==> src/urv_pkg.sv <==
// ----------------------------------------------------------------------------
// urv_pkg: shared types and constants for the ultrasonic range vote block
// Transfer payloads, the register map and the frame status handed between
// the frame sequencer and the vote unit.
// ----------------------------------------------------------------------------
package urv_pkg;

  // Default width of the near-bit vote window
  localparam int unsigned WindowLenDef = 10;

  // Field widths
  localparam int unsigned DistW   = 15;
  localparam int unsigned CountW  = 6;
  localparam int unsigned PhaseW  = 6;
  localparam int unsigned ThreshW = 16;
  localparam int unsigned VoteW   = 4;
  localparam int unsigned CfgIdxW = 2;
  localparam int unsigned CfgDataW = 16;

  // Echo count to distance scale
  localparam logic [DistW-1:0] SpeedFactor = DistW'(340);
  localparam logic [CountW-1:0] CountMax   = '1;

  // Register reset values
  localparam logic [ThreshW-1:0] NearThresholdRst = ThreshW'(700);
  localparam logic [VoteW-1:0]   VoteMinRst       = VoteW'(5);
  localparam logic [PhaseW-1:0]  FrameLengthRst   = PhaseW'(20);

  // Register map
  typedef enum logic [CfgIdxW-1:0] {
    CfgNearThreshold = 2'd0,
    CfgVoteMin       = 2'd1,
    CfgFrameLength   = 2'd2
  } cfg_idx_e;

  // Input transfer: echo levels at one timer tick
  typedef struct packed {
    logic echo_a;
    logic echo_b;
  } urv_in_t;

  // Output transfer: status after one timer tick
  typedef struct packed {
    logic             trigger;
    logic [DistW-1:0] distance_a;
    logic [DistW-1:0] distance_b;
    logic             obstacle;
    logic             measured;
  } urv_out_t;

  // Frame sequencer status for the current tick (next-state values)
  typedef struct packed {
    logic             trigger;
    logic [DistW-1:0] distance_a;
    logic [DistW-1:0] distance_b;
    logic             measured;
  } urv_frame_t;

endpackage

==> src/urv_frame.sv <==
// ----------------------------------------------------------------------------
// urv_frame: tick phase sequencer and echo counters
// Runs the frame phase, drives the trigger, counts echo ticks per sensor and
// scales the counts into distances on the last phase of a frame.
// ----------------------------------------------------------------------------
module urv_frame (
  input  logic                          clk_i,
  input  logic                          rst_ni,
  input  logic                          step_i,
  input  urv_pkg::urv_in_t              echo_i,
  input  logic [urv_pkg::PhaseW-1:0]    frame_length_i,
  output urv_pkg::urv_frame_t           frame_o
);
  import urv_pkg::*;

  logic [PhaseW-1:0] phase_q, phase_d;
  logic [CountW-1:0] count_a_q, count_a_d;
  logic [CountW-1:0] count_b_q, count_b_d;
  logic              trigger_q, trigger_d;
  logic [DistW-1:0]  dist_a_q, dist_a_d;
  logic [DistW-1:0]  dist_b_q, dist_b_d;
  logic [PhaseW-1:0] last_phase;
  logic              measure;

  // Last phase wraps: a frame length of zero gives a 64-tick frame
  assign last_phase = frame_length_i - PhaseW'(1);

  // Phase actions for one tick
  always_comb begin
    count_a_d = count_a_q;
    count_b_d = count_b_q;
    trigger_d = trigger_q;
    measure   = 1'b0;
    if (phase_q == '0) begin
      trigger_d = 1'b1;
      count_a_d = '0;
      count_b_d = '0;
    end else begin
      // saturating echo counters
      if (echo_i.echo_a && (count_a_q != CountMax)) count_a_d = count_a_q + CountW'(1);
      if (echo_i.echo_b && (count_b_q != CountMax)) count_b_d = count_b_q + CountW'(1);
      if (phase_q == PhaseW'(1)) begin
        trigger_d = 1'b0;
      end else if (phase_q == last_phase) begin
        measure = 1'b1;
      end
    end
  end

  // Distance scaling, only taken on a measurement tick
  assign dist_a_d = measure ? DistW'(DistW'(count_a_d) * SpeedFactor) : dist_a_q;
  assign dist_b_d = measure ? DistW'(DistW'(count_b_d) * SpeedFactor) : dist_b_q;

  // Wrap at or past the last phase (covers a frame shortened mid-frame)
  assign phase_d = (phase_q >= last_phase) ? '0 : phase_q + PhaseW'(1);

  always_ff @(posedge clk_i or negedge rst_ni) begin
    if (!rst_ni) begin
      phase_q   <= '0;
      count_a_q <= '0;
      count_b_q <= '0;
      trigger_q <= 1'b0;
      dist_a_q  <= '0;
      dist_b_q  <= '0;
    end else if (step_i) begin
      phase_q   <= phase_d;
      count_a_q <= count_a_d;
      count_b_q <= count_b_d;
      trigger_q <= trigger_d;
      dist_a_q  <= dist_a_d;
      dist_b_q  <= dist_b_d;
    end
  end

  assign frame_o.trigger    = trigger_d;
  assign frame_o.distance_a = dist_a_d;
  assign frame_o.distance_b = dist_b_d;
  assign frame_o.measured   = measure;

endmodule

==> src/urv_vote.sv <==
// ----------------------------------------------------------------------------
// urv_vote: near-bit window and obstacle vote
// Shifts one near bit per sensor into a shared window on each measurement
// and sets the obstacle flag when the window holds enough ones.
// ----------------------------------------------------------------------------
module urv_vote #(
  parameter int unsigned WINDOW_LEN = urv_pkg::WindowLenDef
) (
  input  logic                          clk_i,
  input  logic                          rst_ni,
  input  logic                          step_i,
  input  urv_pkg::urv_frame_t           frame_i,
  input  logic [urv_pkg::ThreshW-1:0]   near_threshold_i,
  input  logic [urv_pkg::VoteW-1:0]     vote_min_i,
  output logic                          obstacle_o
);
  import urv_pkg::*;

  localparam int unsigned OnesW = $clog2(WINDOW_LEN + 1);
  localparam int unsigned CmpW  = (OnesW > VoteW) ? OnesW : VoteW;

  logic [WINDOW_LEN-1:0] window_q, window_d;
  logic [WINDOW_LEN+1:0] window_shift;
  logic                  obstacle_q, obstacle_d;
  logic                  near_a, near_b;
  logic [OnesW-1:0]      ones;

  // Near test per sensor
  assign near_a = {1'b0, frame_i.distance_a} < near_threshold_i;
  assign near_b = {1'b0, frame_i.distance_b} < near_threshold_i;

  // Sensor A enters first, then sensor B
  assign window_shift = {window_q, near_a, near_b};
  assign window_d     = frame_i.measured ? window_shift[WINDOW_LEN-1:0] : window_q;

  // Population count of the updated window
  always_comb begin
    ones = '0;
    for (int unsigned i = 0; i < WINDOW_LEN; i++) begin
      ones = ones + OnesW'(window_d[i]);
    end
  end

  assign obstacle_d = frame_i.measured ? (CmpW'(ones) >= CmpW'(vote_min_i)) : obstacle_q;

  always_ff @(posedge clk_i or negedge rst_ni) begin
    if (!rst_ni) begin
      window_q   <= '0;
      obstacle_q <= 1'b0;
    end else if (step_i) begin
      window_q   <= window_d;
      obstacle_q <= obstacle_d;
    end
  end

  assign obstacle_o = obstacle_d;

endmodule

==> src/ultrasonic_range_vote.sv <==
// ----------------------------------------------------------------------------
// ultrasonic_range_vote: two-sensor ultrasonic ranging with a majority vote
// Top level: configuration registers, input and result registers.
// ----------------------------------------------------------------------------
// Usage:
//   Each input transfer is one timer tick carrying both echo levels. Every
//   tick yields exactly one output transfer with the trigger level, the
//   latest distances, the obstacle flag and a measured strobe.
//   The path is an input register, the phase/counter and vote logic, then
//   the result register. One tick is accepted every cycle while in_stall_o
//   is low.
//   When out_stall_i holds a result, the input register is stalled behind it
//   only if it also holds a tick, so one more tick is taken while a result
//   waits. A stalled result holds its payload.
//   Configuration: cfg_index_i selects near threshold (0), vote minimum (1)
//   or frame length (2); other indexes are ignored. cfg_ready_o is always
//   high. Write only while no ticks are in flight.
//   Reset clears the phase, counters, window, distances and both pipeline
//   valid bits, and loads the register defaults (700, 5, 20).
// ----------------------------------------------------------------------------
module ultrasonic_range_vote #(
  parameter int unsigned WINDOW_LEN = urv_pkg::WindowLenDef
) (
  input  logic                          clk_i,
  input  logic                          rst_ni,
  // tick input
  input  logic                          in_valid_i,
  output logic                          in_stall_o,
  input  urv_pkg::urv_in_t              in_data_i,
  // result output
  output logic                          out_valid_o,
  input  logic                          out_stall_i,
  output urv_pkg::urv_out_t             out_data_o,
  // configuration writes
  input  logic                          cfg_valid_i,
  output logic                          cfg_ready_o,
  input  logic [urv_pkg::CfgIdxW-1:0]   cfg_index_i,
  input  logic [urv_pkg::CfgDataW-1:0]  cfg_data_i
);
  import urv_pkg::*;

  logic [ThreshW-1:0] near_threshold_q;
  logic [VoteW-1:0]   vote_min_q;
  logic [PhaseW-1:0]  frame_length_q;

  logic       in_valid_q;
  urv_in_t    in_data_q;
  logic       out_valid_q;
  urv_out_t   out_data_q;
  logic       out_free;
  logic       step;
  urv_frame_t frame;
  logic       obstacle;

  // Configuration registers
  assign cfg_ready_o = 1'b1;

  always_ff @(posedge clk_i or negedge rst_ni) begin
    if (!rst_ni) begin
      near_threshold_q <= NearThresholdRst;
      vote_min_q       <= VoteMinRst;
      frame_length_q   <= FrameLengthRst;
    end else if (cfg_valid_i) begin
      unique case (cfg_index_i)
        CfgNearThreshold: near_threshold_q <= cfg_data_i[ThreshW-1:0];
        CfgVoteMin:       vote_min_q       <= cfg_data_i[VoteW-1:0];
        CfgFrameLength:   frame_length_q   <= cfg_data_i[PhaseW-1:0];
        default: ;
      endcase
    end
  end

  // Pipeline flow control
  assign out_free   = !out_valid_q || !out_stall_i;
  assign step       = in_valid_q && out_free;
  assign in_stall_o = in_valid_q && !out_free;

  // Input register
  always_ff @(posedge clk_i or negedge rst_ni) begin
    if (!rst_ni) begin
      in_valid_q <= 1'b0;
    end else if (!in_stall_o) begin
      in_valid_q <= in_valid_i;
    end
  end

  always_ff @(posedge clk_i) begin
    if (!in_stall_o && in_valid_i) begin
      in_data_q <= in_data_i;
    end
  end

  // Phase sequencer and echo counters
  urv_frame u_frame (
    .clk_i          (clk_i),
    .rst_ni         (rst_ni),
    .step_i         (step),
    .echo_i         (in_data_q),
    .frame_length_i (frame_length_q),
    .frame_o        (frame)
  );

  // Near window and obstacle vote
  urv_vote #(
    .WINDOW_LEN (WINDOW_LEN)
  ) u_vote (
    .clk_i            (clk_i),
    .rst_ni           (rst_ni),
    .step_i           (step),
    .frame_i          (frame),
    .near_threshold_i (near_threshold_q),
    .vote_min_i       (vote_min_q),
    .obstacle_o       (obstacle)
  );

  // Result register
  always_ff @(posedge clk_i or negedge rst_ni) begin
    if (!rst_ni) begin
      out_valid_q <= 1'b0;
    end else if (out_free) begin
      out_valid_q <= in_valid_q;
    end
  end

  always_ff @(posedge clk_i) begin
    if (step) begin
      out_data_q.trigger    <= frame.trigger;
      out_data_q.distance_a <= frame.distance_a;
      out_data_q.distance_b <= frame.distance_b;
      out_data_q.obstacle   <= obstacle;
      out_data_q.measured   <= frame.measured;
    end
  end

  assign out_valid_o = out_valid_q;
  assign out_data_o  = out_data_q;

  // A measurement is never taken while the trigger is still driven
  assert property (@(posedge clk_i) disable iff (!rst_ni)
    out_valid_o && out_data_o.measured |-> !out_data_o.trigger)
    else $error("measurement reported with trigger high");

  // The input side only stalls behind a held result
  assert property (@(posedge clk_i) disable iff (!rst_ni)
    in_stall_o |-> out_valid_o && out_stall_i)
    else $error("input stalled without a held result");

  // A taken result with nothing behind it leaves the output empty
  assert property (@(posedge clk_i) disable iff (!rst_ni)
    out_valid_o && !out_stall_i && !in_valid_q |=> !out_valid_o)
    else $error("result repeated after transfer");

endmodule

==> config.mk <==
export PLATFORM = sky130hd
export DESIGN_NAME = ultrasonic_range_vote
export DESIGN_NICKNAME = d
export VERILOG_FILES = /design/src/urv_pkg.sv /design/src/urv_frame.sv /design/src/urv_vote.sv /design/src/ultrasonic_range_vote.sv
export SDC_FILE = /design/constraint.sdc
export NUM_CORES = 1
export LEC_CHECK = 0
export BUFFER_PORTS_ARGS = -buffer_cell sky130_fd_sc_hd__buf_2
export CAP_MARGIN = 20
export CORE_MARGIN = 2
export CORE_UTILIZATION = 40
export DETAILED_ROUTE_END_ITERATION = 16
export GPL_TIMING_DRIVEN = 0
export HOLD_SLACK_MARGIN = 0.15
export PLACE_DENSITY = 0.58
export SLEW_MARGIN = 30
export SYNTH_ARGS = -nofsm -noshare
export SYNTH_HDL_FRONTEND = slang
export SYNTH_HIERARCHICAL = 1
export SYNTH_SLANG_ARGS = --single-unit
==> constraint.sdc <==
create_clock -name clk_i -period 8.4 [get_ports clk_i]
set_clock_uncertainty 0.05 [all_clocks]
set_input_delay 1.26 -clock clk_i [delete_from_list [all_inputs] [get_ports clk_i]]
set_output_delay 1.26 -clock clk_i [all_outputs]
set_load 0.03 [all_outputs]
==> results.ini <==
[floorplanning]
die_w_um = 144.0
start_util_pct = 40.56
io_pins = 61
dieArea_um2 = 20740
core_um2 = 19330
die_h_um = 144.0
core.rowCount = 51

[critical_path]
crit_slowest_cell = fa_1
cp_max_fo = 10
critPathLaunchType = flip-flop
slowest_delay_ns = 0.55
crit_type = flip-flop to flip-flop
arrival_ns = 8.22
r2r_slack_ns = 0.28
end_kind = flip-flop
worstReg2RegStart = u_frame/phase_q[2]
crit_path_frequent_cell = ha_1
required_ns = 8.50
crit-reg2reg-capture = out_data_o[1]
reg2reg_depth = 29
startpoint = u_frame/phase_q[2]

[clocking]
clk_latency_ns = 0.41
cts_tree = done
clkSinkCount = 123
cts_inserted_buffers = 17
path_clk_slew_ns = 0.06
htreeDepth = 4
clk_path_buf_depth = 2
cts-hold-fix-buffers = 0
root_buffer = clkbuf_16

[sta]
finalWorstPathRequiredPeriod_ns = 8.119
hold_violations = 0
finalCritPeriodShare_pct = 96.66
finalWorstSetupSlack_ns = 0.2807
finalSetupViolCount = 0
finalMaxSlewViolations = 0
tightestPinTransition_ns = 0.6795
relSlewSlack_pct = 54.22
timing.fmax_ghz = 0.1232

[global_routing]
grt_start_max_net_pins = 52
overflow = 0
grt_pass1_wl_mm = 29.14
grt_pass1_vias = 5756
antenna_found_initial = 0
grt_usage_pct = 18.33

[logic_synthesis]
synthXorXnorAreaFrac_pct = 2.569
yosysWarnings = 6
synth-compound-area-share_pct = 12.40
ys_ff_latch = 123
synth_top_family_by_area = adder cells
synth.mux.area_fraction_pct = 11.55
syn_nets = 819
synth-adder-area-share_pct = 17.96
synthCells = 691
synthSimpleGateAreaFrac_pct = 9.461
ys_seq_area_share_pct = 41.64
synth_cell_types = 62
syn_area_um2 = 7843
synth_ff_type = dfrtp_1
avgSynthCellArea_um2 = 11.35
synth_edf_count = 35
async_flop_share_pct = 71.54

[pwr]
p_per_area_nw_per_um2 = 433.4
p_leak_nw = 4.306
peakVddDrop_v = 0.0002356
power_w = 0.004063

[outcome]
status = finished, final reports clean

[routing]
wl_per_cell_um = 17.05
antenna_left = 0
drc = 0
drt_iter0_drc = 292
viasPerCell = 5.333
drtPass1Iterations = 5
finalWirelength_mm = 18.06
vias = 5648

[placed_design]
gp_congestion = 0.8613
dp_cells = 1018
dpl_worst_slack_ns = -0.5835
portBuffers = 59
dpl_cell_area_um2 = 8544
dp_hpwl_mm = 13.77

[finish]
seq_area_um2 = 3269
layout.nets = 909
final_layout_size_suffix_gt1_share_pct = 28.09
final_cell_mix = ha_1 (82), dfrtp_1 (75), buf_2 (60)
final_common_cell = ha_1
multi_input_area_um2 = 4404
fin_util_pct = 48.48
diodes = 0
area_delta_synth_final_pct = 19.53
finalNonFillerCells = 1059
fin_area_um2 = 9374
fillers = 1764

[run]
max_cap_violations = 0

[min_path]
hold_start = u_frame/dist_b_q[1]
hold_path.class = flip-flop to flip-flop
holdPathEnd = u_frame/dist_b_q[1]
hold_depth = 1

==> area by class of cell <==
class                   count  area share, %
multi-input cells         489          46.98
repair buffers             71          4.552
clock buffers              20          4.658
clock inverters            12          1.588
well taps                 265          3.537
inverters                  60          2.456
plain buffers              19          1.348
flip-flops and latches    123          34.88
==> per-stage QoR <==
stage               setup TNS [ns]  hold slack (ns)
global placement           -0.9542           0.4080
global route              -0.06249           0.4515
detailed placement          -1.025           0.4151
floorplan                        0           0.3934
finish                           0           0.4289
CTS                              0           0.4336
==> metal layers <==
| layer | share of wire [%] | wire [um] | GRT usage [%] |
|---|---|---|---|
| met1 | 45 | 8207 | 23.51 |
| met2 | 49 | 8907 | 30.88 |
| met3 | 3.6 | 658 | 3.775 |
| met4 | 1.6 | 284 | 6.295 |
| met5 | 0 | 0 | 0 |
==> cell usage after synthesis (4+ instances only) <==
library cell | n | area share, %
ha_1 | 87 | 14
dfrtp_1 | 78 | 25
inv_1 | 59 | 2.8
mux2_2 | 54 | 7.8
o21ai_0 | 46 | 2.9
a21oi_1 | 37 | 2.4
edfxtp_1 | 35 | 13
nor2_1 | 24 | 1.1
nand2_1 | 20 | 0.96
a21o_1 | 16 | 1.5
fa_1 | 16 | 4.1
nand3_1 | 14 | 0.89
and2_1 | 12 | 0.96
xor2_1 | 12 | 1.3
nand4_1 | 11 | 0.88
xnor2_1 | 11 | 1.2
a31oi_1 | 10 | 0.80
clkbuf_1 | 10 | 0.48
dfstp_2 | 10 | 3.4
mux2_1 | 10 | 1.4
o31ai_1 | 9 | 0.86
mux2i_1 | 8 | 1.0
nor3_1 | 8 | 0.51
o211ai_1 | 8 | 0.77
mux2_4 | 7 | 1.3
and4_1 | 5 | 0.56
nand2b_1 | 5 | 0.40
or2_2 | 5 | 0.40
or3_1 | 5 | 0.40
a211oi_1 | 4 | 0.38
a22o_1 | 4 | 0.45
nand3b_1 | 4 | 0.38
==> cell families after synthesis <==
logic type	Yosys count
AND/OR/NAND/NOR	128
AO/OA/AOI/OAI	155
buffers and inverters	79
flip-flops	123
other	1
adder cells (fa/ha/maj)	103
XOR/XNOR	23
multiplexers	79
==> flip-flops by register name (all words and copies together), names as in the netlist <==
signal and count:
out_data_o 33, near_threshold_q 16, u_frame/dist_a_q 15, u_frame/dist_b_q 15
u_vote/window_q 10, frame_length_q 6, u_frame/count_a_q 6, u_frame/count_b_q 6
u_frame/phase_q 6, vote_min_q 4, in_data_q 2, in_valid_q 1
out_valid_o 1, u_frame/trigger_q 1, u_vote/obstacle_q 1
==> repair_timing <==
action,in CTS,in global routing
gates resized for setup,12,30
endpoints found under the setup margin,2,2
setup buffers,2,7
pin swaps,1,9
==> critical path, delay by kind of cell, from the launching register on <==
family,cells,cell delay (ns)
AO/OA/AOI/OAI,7,1.21
XOR/XNOR,1,0.18
adder cells (fa/ha/maj),10,3.91
buffers and inverters,3,0.35
flip-flops,1,0.45
multiplexers,2,0.49
AND/OR/NAND/NOR,6,1.20
==> worst max path at each step <==
stage	to	slack, ns	depth (start not counted)
2_1_floorplan	out_data_o[1]	0.45	29
3_3_place_gp	out_data_o[1]	-0.54	29
3_5_place_dp	out_data_o[1]	-0.58	29
4_1_cts	out_data_o[1]	0.004	29
5_1_grt	out_data_o[1]	-0.06	32
6_report	out_data_o[1]	0.28	29
==> power by group <==
| group | leakage [nW] | switching, W | internal [W] |
|---|---|---|---|
| Combinational | 2.59 | 0.00136 | 0.00105 |
| Clock | 0.277 | 0.000270 | 0.000464 |
| Sequential | 1.44 | 0.000113 | 0.000808 |
Note: power is estimated with default switching activity, not from simulation.
